$ cat src/design/lev_pkg.sv
package lev_pkg;

   localparam int TERM_W  = 48;
   localparam int ID_W    = 16;
   localparam int INDEX_W = 4;
   localparam int NVOTE_W = 5;
   localparam int TMO_W   = 15;
   localparam int TICK_W  = 16;
   localparam int CNT_W   = 5;
   localparam int CSR_IDX_W  = 3;
   localparam int CSR_DATA_W = 16;
   // wide enough to compare any voter position against the voter count
   localparam int POS_W   = 7;

   localparam logic [TERM_W-1:0] TERM_MAX = {TERM_W{1'b1}};
   localparam logic [TICK_W-1:0] TICK_MAX = {TICK_W{1'b1}};

   localparam logic [1:0] CMD_TICK       = 2'd0;
   localparam logic [1:0] CMD_START      = 2'd1;
   localparam logic [1:0] CMD_VOTE_REQ   = 2'd2;
   localparam logic [1:0] CMD_VOTE_RCVD  = 2'd3;

   localparam logic [CSR_IDX_W-1:0] CSR_SELF_ID     = 3'd0;
   localparam logic [CSR_IDX_W-1:0] CSR_SELF_VOTING = 3'd1;
   localparam logic [CSR_IDX_W-1:0] CSR_SELF_INDEX  = 3'd2;
   localparam logic [CSR_IDX_W-1:0] CSR_VOTER_NUM   = 3'd3;
   localparam logic [CSR_IDX_W-1:0] CSR_ELECT_TMO   = 3'd4;

   typedef struct packed {
      logic [1:0]         command;
      logic [ID_W-1:0]    cand_id;
      logic [TERM_W-1:0]  cand_last_index;
      logic [TERM_W-1:0]  cand_last_term;
      logic [TERM_W-1:0]  own_last_index;
      logic [TERM_W-1:0]  own_last_term;
      logic [INDEX_W-1:0] granter_pos;
      logic [TMO_W-1:0]   random_offset;
   } req_type;

   typedef struct packed {
      logic               granted;
      logic               expired;
      logic               won;
      logic [CNT_W-1:0]   vote_count;
      logic [TERM_W-1:0]  term;
      logic               request_votes;
   } rsp_type;

   typedef struct packed {
      logic [ID_W-1:0]    self_id;
      logic               self_voting;
      logic [INDEX_W-1:0] self_index;
      logic [NVOTE_W-1:0] voter_num;
      logic [TMO_W-1:0]   base_timeout;
   } cfg_type;

endpackage

$ cat src/design/lev_tally.sv
module lev_tally #(
   parameter int MAX_VOTERS = 16
) (
   input  logic [MAX_VOTERS-1:0]     vote_map,
   input  logic [lev_pkg::NVOTE_W-1:0] n_count,
   output logic [lev_pkg::CNT_W-1:0]   vote_count,
   output logic                        won
);
   import lev_pkg::*;

   logic [CNT_W-1:0] sum;

   // count only positions below the voter count
   always_comb begin
      sum = '0;
      for (int i = 0; i < MAX_VOTERS; i++) begin
         if (POS_W'(i) < {{(POS_W-NVOTE_W){1'b0}}, n_count}) begin
            sum = sum + CNT_W'(vote_map[i]);
         end
      end
   end

   assign vote_count = sum;
   assign won = (n_count != '0) && (sum >= (n_count >> 1) + CNT_W'(1));

endmodule

$ cat src/design/lev_state.sv
module lev_state #(
   parameter int MAX_VOTERS = 16
) (
   input  logic             clock,
   input  logic             reset,
   input  logic             advance,
   input  lev_pkg::req_type item,
   input  lev_pkg::cfg_type cfg,
   output lev_pkg::rsp_type result
);
   import lev_pkg::*;

   localparam logic [POS_W-1:0] MAX_POS = POS_W'(MAX_VOTERS);

   logic [TERM_W-1:0]     term_ff, term_in;
   logic [ID_W-1:0]       voted_ff, voted_in;
   logic [MAX_VOTERS-1:0] map_ff, map_in;
   logic [TICK_W-1:0]     elapsed_ff, elapsed_in;
   logic [TICK_W-1:0]     timeout_ff, timeout_in;

   logic [NVOTE_W-1:0]    n_count;
   logic                  own_ok, voter_ok, log_ok, grant;
   logic [MAX_VOTERS-1:0] own_bit, voter_bit;
   logic [TMO_W-1:0]      offs_clamp;
   logic [CNT_W-1:0]      cnt;
   logic                  won;

   assign n_count = ({{(POS_W-NVOTE_W){1'b0}}, cfg.voter_num} > MAX_POS) ?
                    NVOTE_W'(MAX_POS) : cfg.voter_num;

   assign own_ok   = {1'b0, cfg.self_index} < n_count;
   assign voter_ok = {1'b0, item.granter_pos} < n_count;

   always_comb begin
      for (int i = 0; i < MAX_VOTERS; i++) begin
         own_bit[i]   = POS_W'(i) == {{(POS_W-INDEX_W){1'b0}}, cfg.self_index};
         voter_bit[i] = POS_W'(i) == {{(POS_W-INDEX_W){1'b0}}, item.granter_pos};
      end
   end

   // candidate log at least as current as the local one
   always_comb begin
      if (item.own_last_index == '0) begin
         log_ok = 1'b1;
      end else if (item.cand_last_term != item.own_last_term) begin
         log_ok = item.cand_last_term > item.own_last_term;
      end else begin
         log_ok = item.own_last_index <= item.cand_last_index;
      end
   end

   assign grant = cfg.self_voting && ((voted_ff == '0) || (voted_ff == item.cand_id))
                  && log_ok;

   assign offs_clamp = (item.random_offset < cfg.base_timeout) ?
                       item.random_offset : cfg.base_timeout;

   always_comb begin
      term_in    = term_ff;
      voted_in   = voted_ff;
      map_in     = map_ff;
      elapsed_in = elapsed_ff;
      timeout_in = timeout_ff;
      case (item.command)
         CMD_TICK: begin
            if (elapsed_ff != TICK_MAX) begin
               elapsed_in = elapsed_ff + TICK_W'(1);
            end
         end
         CMD_START: begin
            if (term_ff != TERM_MAX) begin
               term_in = term_ff + TERM_W'(1);
            end
            voted_in   = cfg.self_id;
            map_in     = own_ok ? own_bit : '0;
            timeout_in = {1'b0, cfg.base_timeout} + {1'b0, offs_clamp};
            elapsed_in = '0;
         end
         CMD_VOTE_REQ: begin
            if (grant) begin
               voted_in   = item.cand_id;
               elapsed_in = '0;
            end
         end
         CMD_VOTE_RCVD: begin
            if (voter_ok) begin
               map_in = map_ff | voter_bit;
            end
         end
         default: begin
         end
      endcase
   end

   lev_tally #(
      .MAX_VOTERS (MAX_VOTERS)
   ) u_tally (
      .vote_map   (map_in),
      .n_count    (n_count),
      .vote_count (cnt),
      .won        (won)
   );

   always_comb begin
      result.granted       = (item.command == CMD_VOTE_REQ) && grant;
      result.expired       = (item.command == CMD_TICK) && (elapsed_in >= timeout_ff);
      result.won           = won;
      result.vote_count    = cnt;
      result.term          = term_in;
      result.request_votes = item.command == CMD_START;
   end

   always_ff @(posedge clock) begin
      if (reset) begin
         term_ff    <= '0;
         voted_ff   <= '0;
         map_ff     <= '0;
         elapsed_ff <= '0;
         timeout_ff <= '0;
      end else if (advance) begin
         term_ff    <= term_in;
         voted_ff   <= voted_in;
         map_ff     <= map_in;
         elapsed_ff <= elapsed_in;
         timeout_ff <= timeout_in;
      end
   end

endmodule

$ cat src/design/leader_election_vote_unit.sv
// Election timer and vote bookkeeping for one server of a replicated cluster.
// Events arrive on the req_ channel (valid/stall): tick, start election,
// vote request, vote received. Each event yields exactly one transfer on the
// rsp_ channel with grant, expiry, majority, vote count and current term.
// An accepted event is registered in the input register, processed by
// lev_state, and its result is loaded into the output register, which
// drives rsp_valid.
// Throughput: one event per clock while rsp_stall is low; the input and
// output registers form a two-stage pipeline and the state update is
// combinational logic (48-bit term compare/increment, vote-map popcount).
// When rsp_stall is high the output register holds its result and the
// input register can still take one more event; with both full, req_stall
// goes high until the receiver drains the result.
// Reset (synchronous) clears term, vote, vote map, tick counter and timeout,
// and loads the configuration defaults. The user must write configuration
// through csr_ while no event is in flight; the block does not enforce it.
module leader_election_vote_unit #(
   parameter int MAX_VOTERS = 16
) (
   input  logic                             clock,
   input  logic                             reset,
   input  logic                             req_valid,
   output logic                             req_stall,
   input  lev_pkg::req_type                 req_data,
   output logic                             rsp_valid,
   input  logic                             rsp_stall,
   output lev_pkg::rsp_type                 rsp_data,
   input  logic                             csr_wr_en,
   input  logic [lev_pkg::CSR_IDX_W-1:0]    csr_index,
   input  logic [lev_pkg::CSR_DATA_W-1:0]   csr_wdata
);
   import lev_pkg::*;

   cfg_type cfg_ff, cfg_in;
   req_type in_data_ff;
   logic    in_valid_ff, in_valid_in;
   rsp_type out_data_ff, result;
   logic    out_valid_ff, out_valid_in;
   logic    req_xfer, out_load;

   always_comb begin
      cfg_in = cfg_ff;
      if (csr_wr_en) begin
         case (csr_index)
            CSR_SELF_ID:     cfg_in.self_id      = csr_wdata[ID_W-1:0];
            CSR_SELF_VOTING: cfg_in.self_voting  = csr_wdata[0];
            CSR_SELF_INDEX:  cfg_in.self_index   = csr_wdata[INDEX_W-1:0];
            CSR_VOTER_NUM:   cfg_in.voter_num    = csr_wdata[NVOTE_W-1:0];
            CSR_ELECT_TMO:   cfg_in.base_timeout = csr_wdata[TMO_W-1:0];
            default: begin
            end
         endcase
      end
   end

   // process the held event whenever the output register is free or draining
   assign out_load  = in_valid_ff && (!out_valid_ff || !rsp_stall);
   assign req_stall = in_valid_ff && !out_load;
   assign req_xfer  = req_valid && !req_stall;

   always_comb begin
      in_valid_in = in_valid_ff;
      if (req_xfer) begin
         in_valid_in = 1'b1;
      end else if (out_load) begin
         in_valid_in = 1'b0;
      end
      out_valid_in = out_valid_ff;
      if (out_load) begin
         out_valid_in = 1'b1;
      end else if (!rsp_stall) begin
         out_valid_in = 1'b0;
      end
   end

   lev_state #(
      .MAX_VOTERS (MAX_VOTERS)
   ) u_state (
      .clock   (clock),
      .reset   (reset),
      .advance (out_load),
      .item    (in_data_ff),
      .cfg     (cfg_ff),
      .result  (result)
   );

   always_ff @(posedge clock) begin
      if (reset) begin
         cfg_ff.self_id      <= ID_W'(1);
         cfg_ff.self_voting  <= 1'b1;
         cfg_ff.self_index   <= '0;
         cfg_ff.voter_num    <= NVOTE_W'(1);
         cfg_ff.base_timeout <= TMO_W'(1000);
         in_valid_ff         <= 1'b0;
         out_valid_ff        <= 1'b0;
      end else begin
         cfg_ff       <= cfg_in;
         in_valid_ff  <= in_valid_in;
         out_valid_ff <= out_valid_in;
      end
   end

   always_ff @(posedge clock) begin
      if (req_xfer) begin
         in_data_ff <= req_data;
      end
      if (out_load) begin
         out_data_ff <= result;
      end
   end

   assign rsp_valid = out_valid_ff;
   assign rsp_data  = out_data_ff;

endmodule
$ cat config.mk
export PLATFORM = sky130hd
export DESIGN_NAME = leader_election_vote_unit
export DESIGN_NICKNAME = d
export VERILOG_FILES = /design/src/design/lev_pkg.sv /design/src/design/lev_tally.sv /design/src/design/lev_state.sv /design/src/design/leader_election_vote_unit.sv
export SDC_FILE = /design/constraint.sdc
export NUM_CORES = 1
export LEC_CHECK = 0
export ABC_AREA = 1
export ABC_CLOCK_PERIOD_IN_PS = 14790
export BUFFER_PORTS_ARGS = -buffer_cell sky130_fd_sc_hd__clkbuf_2
export CAP_MARGIN = 20
export CORE_MARGIN = 3
export CORE_UTILIZATION = 59
export CTS_CLUSTER_DIAMETER = 150
export CTS_CLUSTER_SIZE = 28
export DETAILED_ROUTE_END_ITERATION = 10
export GPL_ROUTABILITY_DRIVEN = 0
export GPL_TIMING_DRIVEN = 0
export PLACE_DENSITY = 0.86
export RECOVER_POWER = 50
export SLEW_MARGIN = 20
export SYNTH_ARGS = -nofsm -noshare
export SYNTH_HDL_FRONTEND = slang
export SYNTH_HIERARCHICAL = 1
export SYNTH_SLANG_ARGS = --single-unit
export TNS_END_PERCENT = 50
$ cat constraint.sdc
create_clock -name clock -period 14.79 [get_ports clock]
set_clock_uncertainty 0.15 [all_clocks]
set_input_delay 0.7395 -clock clock [delete_from_list [all_inputs] [get_ports clock]]
set_output_delay 0.7395 -clock clock [all_outputs]
set_load 0.03 [all_outputs]
== Yosys cells after proc, flatten, opt, wreduce, memory -nomap -nowiden ==
Cells that the tools add are included.

* Bits of input ports: 253
* Word-level logic and storage cells: 177
* Bits in writable memories: 0
* Latch bits: 0
* Bits in read-only memories: 0
* Memories kept: 0
* Flip-flop bits (word level): 441

* Shifts and indexed selects: 0
* $add $sub $neg: 19
* Equal/unequal tests: 43
* Div/mod/pow operators: 0
* Bitwise gates (word level): 1
* Multiplexer cells: 34
* Reductions and logical operators: 30
* Order comparisons: 24
* Multiply operators: 0

{| class="wikitable"
|+ Operators with widths
! kind !! count
|-
| 2-to-1 mux 48 bit || 2
|-
| 2-to-1 mux 16 bit || 5
|-
| 2-to-1 mux 5 bit || 16
|-
| adder 5 x 1 -> 5 bit || 15
|-
| == test 4 bit (first input constant) || 16
|-
| one-hot mux 16 bit (2 select lines) || 2
|-
| adder 48 x 1 -> 48 bit (second input constant) || 1
|-
| greater-than comparator 48 bit || 1
|-
| <= comparator 48 bit || 1
|-
| zero test 48 bit || 1
|-
| != test 48 bit || 1
|-
| != test 48 bit (second input constant) || 1
|-
| one-hot mux 16 bit (3 select lines) || 1
|-
| < comparator 4 x 5 -> 1 bit (first input constant) || 8
|-
| == test 3 x 4 -> 1 bit (first input constant) || 8
|-
| < comparator 3 x 5 -> 1 bit (first input constant) || 4
|-
| adder 15 x 15 -> 16 bit || 1
|-
| adder 16 x 1 -> 16 bit (second input constant) || 1
|-
| == test 16 bit || 1
|-
| == test 2 x 4 -> 1 bit (first input constant) || 4
|-
| greater-or-equal comparator 16 bit || 1
|-
| zero test 16 bit || 1
|-
| != test 16 bit (second input constant) || 1
|-
| OR 16 bit || 1
|-
| other kinds (26) || 57
|}

== Logic depth before layout (Yosys ltp) ==
Gate-level depths: netlist of the first run.

* Word-level depth: 38
* Mapped depth: 72
* Mapped depth without buffers: 70

== By module ==
Netlist of the first run, hierarchy kept.

{| class="wikitable"
|+ Modules (own cells, without submodules)
! module !! times used !! cells each !! sequential area each (sq um) !! area each (sq um)
|-
| lev_state || 1 || 2,035 || 2,242.2 || 12,200.5
|-
| leader_election_vote_unit || 1 || 544 || 9,449.1 || 10,391.2
|-
| lev_tally || 1 || 385 || 0.0 || 2,208.4
|}

== Worst setup path before layout of the first run ==
Ideal clock, no wire load.

* Path type: reg2reg
* From: register cfg_ff[16] (netlist bit)
* To: register out_data_ff (netlist bit rsp_data[54]), data pin
* Data required time: 14,389 ps
* Slack: 3,832 ps
* Clock period less this slack: 10,958 ps
* Data arrival time: 10,556 ps
* Stages on the path, launching flop included: 70
* Cells stage by stage: dfxtp_1 > nor3_1 > a21oi_1 > inv_1 > nand2_1 > ha_1 > a21oi_1 > o311ai_0 > nor3_1 > nand2_1 > o211ai_1 > nand2_1 > inv_1 > ha_1 > o21ai_0 > nand2_1 > ha_1 > nor2_1 > [34 not listed] > nand2_1 > ha_1 > inv_1 > nor2_1 > inv_1 > nand2_1 > ha_1 > or2_2 > nand2_1 > ha_1 > inv_1 > nand2_1 > a21oi_1 > o21bai_1 > a21o_1 > a21oi_1 > a31oi_1 > buf_4

* Word-level cells in the longest chain between the ends: 38
* Elaborated cells on any way between the ends: 58
* Those cells by class: 16 x add/sub; 20 x order compare; 20 x mux; 2 x reduce/logical

{| class="wikitable"
|+ Ends and longest elaborated chain
! element !! line !! text
|-
| from (decl) || leader_election_vote_unit.sv:34 || <nowiki>cfg_type cfg_ff, cfg_in;</nowiki>
|-
| from (signal assigned) || leader_election_vote_unit.sv:97 || <nowiki>cfg_ff <= cfg_in;</nowiki>
|-
| greater-than comparator 5 bit || lev_state.sv:28 || <nowiki>assign n_count = ({{(POS_W-NVOTE_W){1'b0}}, cfg.voter_num} > MAX_POS) ?</nowiki>
|-
| 2-to-1 mux 5 bit (*) || lev_state.sv:28 ||
|-
| < comparator 4 x 5 -> 1 bit (on tied branches) || lev_state.sv:32, lev_state.sv:31 ||
|-
| 2-to-1 mux 16 bit (on tied branches) || lev_state.sv:86, lev_state.sv:75 ||
|-
| one-hot mux 16 bit (2 select lines) (*) || lev_state.sv:64 || <nowiki>case (item.command)</nowiki>
|-
| named net u_state.map_in[0] || lev_state.sv:17 || <nowiki>logic [MAX_VOTERS-1:0] map_ff, map_in;</nowiki>
|-
| 2-to-1 mux 1 bit (*) || lev_tally.sv:17 || <nowiki>if (POS_W'(i) < {{(POS_W-NVOTE_W){1'b0}}, n_count}) begin</nowiki>
|-
| adder 5 x 1 -> 5 bit || lev_tally.sv:18 || <nowiki>sum = sum + CNT_W'(vote_map[i]);</nowiki>
|-
| [24 not listed] || n/a ||
|-
| 2-to-1 mux 5 bit (*) || lev_tally.sv:17 ||
|-
| adder 5 x 1 -> 5 bit || lev_tally.sv:18 ||
|-
| 2-to-1 mux 5 bit (*) || lev_tally.sv:17 ||
|-
| adder 5 x 1 -> 5 bit || lev_tally.sv:18 ||
|-
| 2-to-1 mux 5 bit (*) || lev_tally.sv:17 ||
|-
| greater-or-equal comparator 5 bit (*) || lev_tally.sv:24 || <nowiki>assign won = (n_count != '0) && (sum >= (n_count >> 1) + CNT_W'(1));</nowiki>
|-
| logical AND 1 bit (*) || lev_tally.sv:24 ||
|-
| named net u_state.won || lev_state.sv:26 || <nowiki>logic won;</nowiki>
|-
| to (signal assigned) || leader_election_vote_unit.sv:108 || <nowiki>out_data_ff <= result;</nowiki>
|-
| to (decl) || leader_election_vote_unit.sv:37 || <nowiki>rsp_type out_data_ff, result;</nowiki>
|}

Mark *: on every way through the listed nets, which the timed path passes. The rest lies on a longest branch.
A chain may end at the register's enable or synchronous reset.

==> results.sh, run 1 <==
export IMPL_status="finished with violations"
export IMPL_violations="max-capacitance violations, max-slew violations"
export IMPL_synth_top_area_frac=0.346
export IMPL_cp_startpoint="cfg_ff[16]"
export IMPL_hp_class="in -> reg"
export IMPL_synth_area_top_cells="edfxtp_1, dfxtp_1, ha_1"
export IMPL_syn_area_mm2=0.0248
export IMPL_synth_cell_types=59
export IMPL_synth_top_area_cell="edfxtp_1"
export IMPL_row_count=74
export IMPL_critical_path_buf_inv_count=9
export IMPL_place_ws_ns=2.70
export IMPL_drive_gt1_frac=0.116
export IMPL_yosysSeqAreaShare=0.471
export IMPL_holdBufCountCts=0
export IMPL_min_period_ns=12.24
export IMPL_ctsLongestPathBuffers=3
export IMPL_drc_errors=0
export IMPL_die_y_um=211
export IMPL_crit_cells=70
export IMPL_tns_ns=0
export IMPL_port_buffers=311
export IMPL_grt_overflow=0
export IMPL_setup_slack_ns=2.55
export IMPL_slew_headroom=-0.0427
export IMPL_ant_nets=0
export IMPL_yosys_warnings=6
export IMPL_rsz0062_at_grt="false"
export IMPL_cts_root_buf="clkbuf_16"
export IMPL_finalHoldViolCount=0
export IMPL_leakage_nw=12.9
export IMPL_nNetsFinal=3741
export IMPL_post_cts_resized=0
export IMPL_dp_hpwl_um=47500
export IMPL_ys_flop_type="edfxtp_1"
export IMPL_avgViaCountPerCell=5.41
export IMPL_finalCritPeriodShare=0.828
export IMPL_cts_buffers=19
export IMPL_grt_pass1_vias=19617
export IMPL_drt_wl_total_um=60400
export IMPL_regToRegSetupSlack_ns=2.55
export IMPL_start_kind="flop"
export IMPL_r2r_end="rsp_data[54]"
export IMPL_cp_required_ns=14.95
export IMPL_grt_use_total=0.265
export IMPL_io_pins=312
export IMPL_htree_levels=1
export IMPL_endpoint="rsp_data[54]"
export IMPL_die_area_mm2=0.0445
export IMPL_core_area_mm2=0.0412
export IMPL_power_density_mw_per_mm2=90.0
export IMPL_fmax_mhz=81.7
export IMPL_crit_path_top_delay_cell="o211ai_1"
export IMPL_cts_sinks=441
export IMPL_path_class="reg -> reg"
export IMPL_clock_latency_ns=0.56
export IMPL_max_vdd_ir_drop_mv=0.148
export IMPL_syn_nets=3405
export IMPL_cp_top_family="adder cells"
export IMPL_ys_async_sr_fraction=0
export IMPL_cts_tree="built"
export IMPL_synth_common_cells="nand2_1, inv_1, edfxtp_1"
export IMPL_tightest_slew_ns=1.56
export IMPL_r2r_start="cfg_ff[16]"
export IMPL_setup_viol=0
export IMPL_antenna_found_initial=12
export IMPL_area_growth_pct=11.2
export IMPL_cpPeakStageDelay_ns=0.52
export IMPL_synth_most_common_cell="nand2_1"
export IMPL_start_util=0.602
export IMPL_synthCells=2964
export IMPL_slew_viol_final=33
export IMPL_clkSlewWorstSetupHoldPaths_ns=0.11
export IMPL_cp_max_fo=10
export IMPL_drtIter0Drc=1738
export IMPL_synth_seq_cells=441
export IMPL_end_kind="flop"
export IMPL_worstPathArrival_ns=12.41
export IMPL_vias=20870
export IMPL_post_cts_buffers=0
export IMPL_synth_edf_count=286
export IMPL_drt_pass1_iterations=6
export IMPL_max_cap_viol_count=1
export IMPL_reg2reg_depth=70
export IMPL_die_w_um=211
export IMPL_wire_per_inst_um=15.7
export IMPL_syn_area_per_cell_um2=8.37
export IMPL_grt_first_pass_wirelength_um=95400
export IMPL_grt_max_degree=119
-- through the flow --
step / hold slack [ns] / cell area [µm²] / total power, mW / utilization / cells
detailed placement: 0.317 / 27100 / 1.89 / 0.659 / 3811
CTS: 0.175 / 27700 / 2.49 / 0.672 / 3845
global route: 0.174 / 27600 / 2.60 / 0.669 / 3856
global placement: 0.305 / 27000 / 1.87 / 0.656 / 3807
floorplan: 0.272 / 24800 / 1.75 / - / 2964
finish: 0.197 / 27600 / 2.48 / 0.669 / 3856
-- cell families (layout without fill, tap and decap cells) --
family                   Yosys count  count (layout)  synth area share
AND/OR/NAND/NOR                 1241            1241             0.224
XOR/XNOR                          66              66            0.0233
flip-flops                       441             441             0.471
other                              0              11                 0
multiplexers                       1               1          0.000454
AO/OA/AOI/OAI                    442             442            0.0955
adder cells (fa/ha/maj)          188             188            0.0952
buffers and inverters            585             934            0.0905
-- worst min path at each step --
stage,depth (start not counted),startpoint,endpoint
2_1_floorplan,2,cfg_ff[24],cfg_ff[24]
3_3_place_gp,2,u_state/timeout_ff[8],u_state/timeout_ff[8]
3_5_place_dp,2,u_state/timeout_ff[8],u_state/timeout_ff[8]
4_1_cts,1,req_data[17],in_data_ff[17]
5_1_grt,1,req_data[163],in_data_ff[163]
6_report,1,req_data[17],in_data_ff[17]
-- layout make-up --
cell class | count | area (µm²)
diodes | 11 | 27.5
plain buffers | 75 | 327
clock buffers | 32 | 524
clock inverters | 2 | 17.5
fillers | 3280 | 13600
inverters | 510 | 1920
multi-input cells | 1938 | 10900
flip-flops and latches | 441 | 11700
well taps | 532 | 666
repair buffers | 315 | 1550
-- power breakdown --
group / leakage (nW) / total (mW) / internal (mW) / switching, mW
logic: 8.63 / 0.436 / 0.156 / 0.281
registers: 4.06 / 1.43 / 1.39 / 0.0384
clock network: 0.259 / 0.618 / 0.249 / 0.369
-- per-layer routing --
layer | GRT usage | vias up | wire length (µm)
met2 | 0.454 | 880 | 28800
met1 | 0.341 | 9373 | 24300
met5 | 0 | - | 13
met4 | 0.120 | 2 | 2920
li1 | - | 10434 | -
met3 | 0.0322 | 181 | 4410
-- registers in the layout, indices dropped and copies added, names as in the netlist --
name and flops:
u_state/elapsed_ff 16, in_data_ff 229, u_state/voted_ff 16, rsp_data 57, cfg_ff 41, u_state/term_ff 48, u_state/timeout_ff 16, in_valid_ff 1
rsp_valid 1, u_state/map_ff 16
-- cells in the final DEF, fill, tap and decap left out, drive strengths merged, types with 3 or more instances in the layout --
| cell | count |
|---|---|
| nand3 | 191 |
| o31ai | 4 |
| a21oi | 203 |
| nor2 | 288 |
| nor3 | 49 |
| nand4 | 42 |
| inv | 510 |
| dfxtp | 155 |
| a21boi | 3 |
| ha | 187 |
| or2 | 10 |
| o21ai | 183 |
| buf | 17 |
| edfxtp | 286 |
| xnor2 | 12 |
| a31oi | 8 |
| diode | 11 |
| clkbuf | 405 |
| nand2 | 619 |
| o21a | 5 |
| xor2 | 54 |
| o211ai | 21 |
| nor4 | 30 |
| nand3b | 6 |
| a21o | 6 |
Note: power is estimated with default switching activity, not from simulation.
==> inputs of run 2 (changes only) <==
--- a/config.mk
+++ b/config.mk
@@ -6,17 +6,17 @@
 export NUM_CORES = 1
 export LEC_CHECK = 0
 export ABC_AREA = 1
-export ABC_CLOCK_PERIOD_IN_PS = 14790
+export ABC_CLOCK_PERIOD_IN_PS = 9800
 export BUFFER_PORTS_ARGS = -buffer_cell sky130_fd_sc_hd__clkbuf_2
 export CAP_MARGIN = 20
 export CORE_MARGIN = 3
-export CORE_UTILIZATION = 59
+export CORE_UTILIZATION = 53
 export CTS_CLUSTER_DIAMETER = 150
 export CTS_CLUSTER_SIZE = 28
 export DETAILED_ROUTE_END_ITERATION = 10
 export GPL_ROUTABILITY_DRIVEN = 0
 export GPL_TIMING_DRIVEN = 0
-export PLACE_DENSITY = 0.86
+export PLACE_DENSITY = 0.82
 export RECOVER_POWER = 50
 export SLEW_MARGIN = 20
 export SYNTH_ARGS = -nofsm -noshare
==> constraint.sdc (replaced) <==
create_clock -name clock -period 9.8 [get_ports clock]
set_clock_uncertainty 0.15 [all_clocks]
set_input_delay 0.49 -clock clock [delete_from_list [all_inputs] [get_ports clock]]
set_output_delay 0.49 -clock clock [all_outputs]
set_load 0.03 [all_outputs]
==> run 2 against run 1 <==
The run ends with negative setup slack left. Combinational power rose by 120%. Register-to-register slack got worse by 3.3 ns. Largest power group unchanged. First-iteration DRC count rose by 28%. Fmax rose by 16%. Via count rose by 13%. Critical endpoint unchanged.
==> results.sh, run 2 (synthesis gave the netlist of run 1 again) <==
export IMPL_timing_hold_ws_ns=0.0340
export IMPL_critical_path_buf_inv_count=8
export IMPL_reg2reg_depth=68
export IMPL_drtIter0Drc=2219
export IMPL_start_util=0.542
export IMPL_min_period_ns=10.55
export IMPL_finalHoldViolCount=0
export IMPL_hp_class="in -> reg"
export IMPL_max_vdd_ir_drop_mv=0.145
export IMPL_crit_cells=68
export IMPL_area_growth_pct=24.5
export IMPL_post_route_cell_area_mm2=0.0309
export IMPL_hold_path_depth=3
export IMPL_die_y_um=222
export IMPL_slew_headroom=0.0265
export IMPL_finalCritPeriodShare=1.08
export IMPL_ctsLongestPathBuffers=3
export IMPL_cpMostUsedCell="ha_4"
export IMPL_dp_hpwl_um=48200
export IMPL_cts_sinks=441
export IMPL_post_route_util=0.675
export IMPL_setup_slack_ns=-0.751
export IMPL_multi_input_area_mm2=0.0114
export IMPL_grt_use_total=0.297
export IMPL_fin_cells=4216
export IMPL_grt_overflow=0
export IMPL_ant_nets=0
export IMPL_final_cell_mix="nand2_1, inv_1, edfxtp_1"
export IMPL_io_pins=312
export IMPL_cts_tree="built"
export IMPL_drt_pass1_iterations=8
export IMPL_tns_ns=-0.839
export IMPL_drc_errors=0
export IMPL_fillers=3420
export IMPL_cp_max_fo=3
export IMPL_power_mw=4.08
export IMPL_htree_levels=1
export IMPL_place_ws_ns=-1.67
export IMPL_grt_pass1_vias=23093
export IMPL_end_kind="flop"
export IMPL_worstPathArrival_ns=10.72
export IMPL_die_w_um=222
export IMPL_largest_register_ffs=229
export IMPL_grt_first_pass_wirelength_um=118000
export IMPL_clkSlewWorstSetupHoldPaths_ns=0.12
export IMPL_path_class="reg -> reg"
export IMPL_fmax_mhz=94.8
export IMPL_drt_wl_total_um=78400
export IMPL_regToRegSetupSlack_ns=-0.75
export IMPL_die_area_mm2=0.0494
export IMPL_max_cap_viol_count=0
export IMPL_leakage_nw=14.1
export IMPL_cts_root_buf="clkbuf_16"
export IMPL_seq_area_mm2=0.0117
export IMPL_regMostFlops="in_data_ff"
export IMPL_final_common_cell="nand2_1"
export IMPL_clock_latency_ns=0.57
export IMPL_dp_cells=3879
export IMPL_vias=23678
export IMPL_cts_buffers=19
export IMPL_power_density_mw_per_mm2=132
export IMPL_row_count=78
export IMPL_grt_max_degree=117
export IMPL_antenna_found_initial=23
export IMPL_nNetsFinal=4017
export IMPL_status="finished with violations"
export IMPL_cpPeakStageDelay_ns=0.42
export IMPL_cp_required_ns=9.97
export IMPL_drive_gt1_frac=0.130
export IMPL_rsz0062_at_grt="true"
export IMPL_placed_cell_area_mm2=0.0273
export IMPL_port_buffers=311
export IMPL_setup_viol=2
export IMPL_cp_top_family="adder cells"
export IMPL_start_kind="flop"
export IMPL_tightest_slew_ns=1.46
export IMPL_violations="negative setup slack"
export IMPL_core_area_mm2=0.0458
export IMPL_crit_path_top_delay_cell="dfxtp_1"
export IMPL_slew_viol_final=0
export IMPL_wire_per_inst_um=18.6
export IMPL_avgViaCountPerCell=5.62
## run 2: changes by cell type in the layout (fill, tap and decap cells not counted), moves of 11 or more
cell and change:
nand2_1 -25, buf_4 +42, nand2_4 +11, inv_1 -12, clkbuf_2 -54, diode_2 +16, ha_1 -18, dlygate4sd3_1 +232
ha_4 +17, nand2_2 +14, clkbuf_1 +50
## run 2: worst reg2reg max path: cells and delay by family (launching register included)
kind | cells | cell delay, ns
compound gates | 13 | 1.75
fa+ha+maj | 17 | 4.15
buf+inv | 8 | 0.50
flops | 1 | 0.42
mux | 1 | 0.28
simple gates | 29 | 3.06
## run 2: power by group
| part | leakage (nW) | switching [mW] | internal (mW) | total (mW) |
|---|---|---|---|---|
| Clock | 0.265 | 0.594 | 0.383 | 0.977 |
| Combinational | 9.74 | 0.546 | 0.393 | 0.939 |
| Sequential | 4.06 | 0.0665 | 2.10 | 2.16 |
## run 2: final timing paths
kind | from | endpoint
min | csr_wdata[5] | cfg_ff[5]
max | cfg_ff[15] | rsp_data[54]
max reg2reg | cfg_ff[15] | rsp_data[54]
min reg2reg | u_state/timeout_ff[8] | u_state/timeout_ff[8]
## run 2: cell type report
cell class | instances | area share
clock buffer | 32 | 0.0173
antenna | 27 | 0.00219
buffer | 72 | 0.0101
clock inverter | 2 | 0.000486
tap | 600 | 0.0243
timing repair buffer | 594 | 0.135
sequential | 441 | 0.379
multi-input combinational | 1938 | 0.370
inverter | 510 | 0.0623
## run 2: what timing repair did
action / in CTS / in global routing
resized for setup: 40 / 69
pin swaps: 45 / 36
gates cloned: 0 / 0
hold buffers: 232 / 0
endpoints found under the setup margin: 6 / 6
endpoints found under the hold margin: 232 / 0
buffers inserted: 47 / 8
## run 2: per-layer routing
layer / GRT usage / part of all wire
met1: 0.344 / 0.35
met2: 0.524 / 0.50
met3: 0.0457 / 0.082
met4: 0.172 / 0.068
met5: 0 / 0
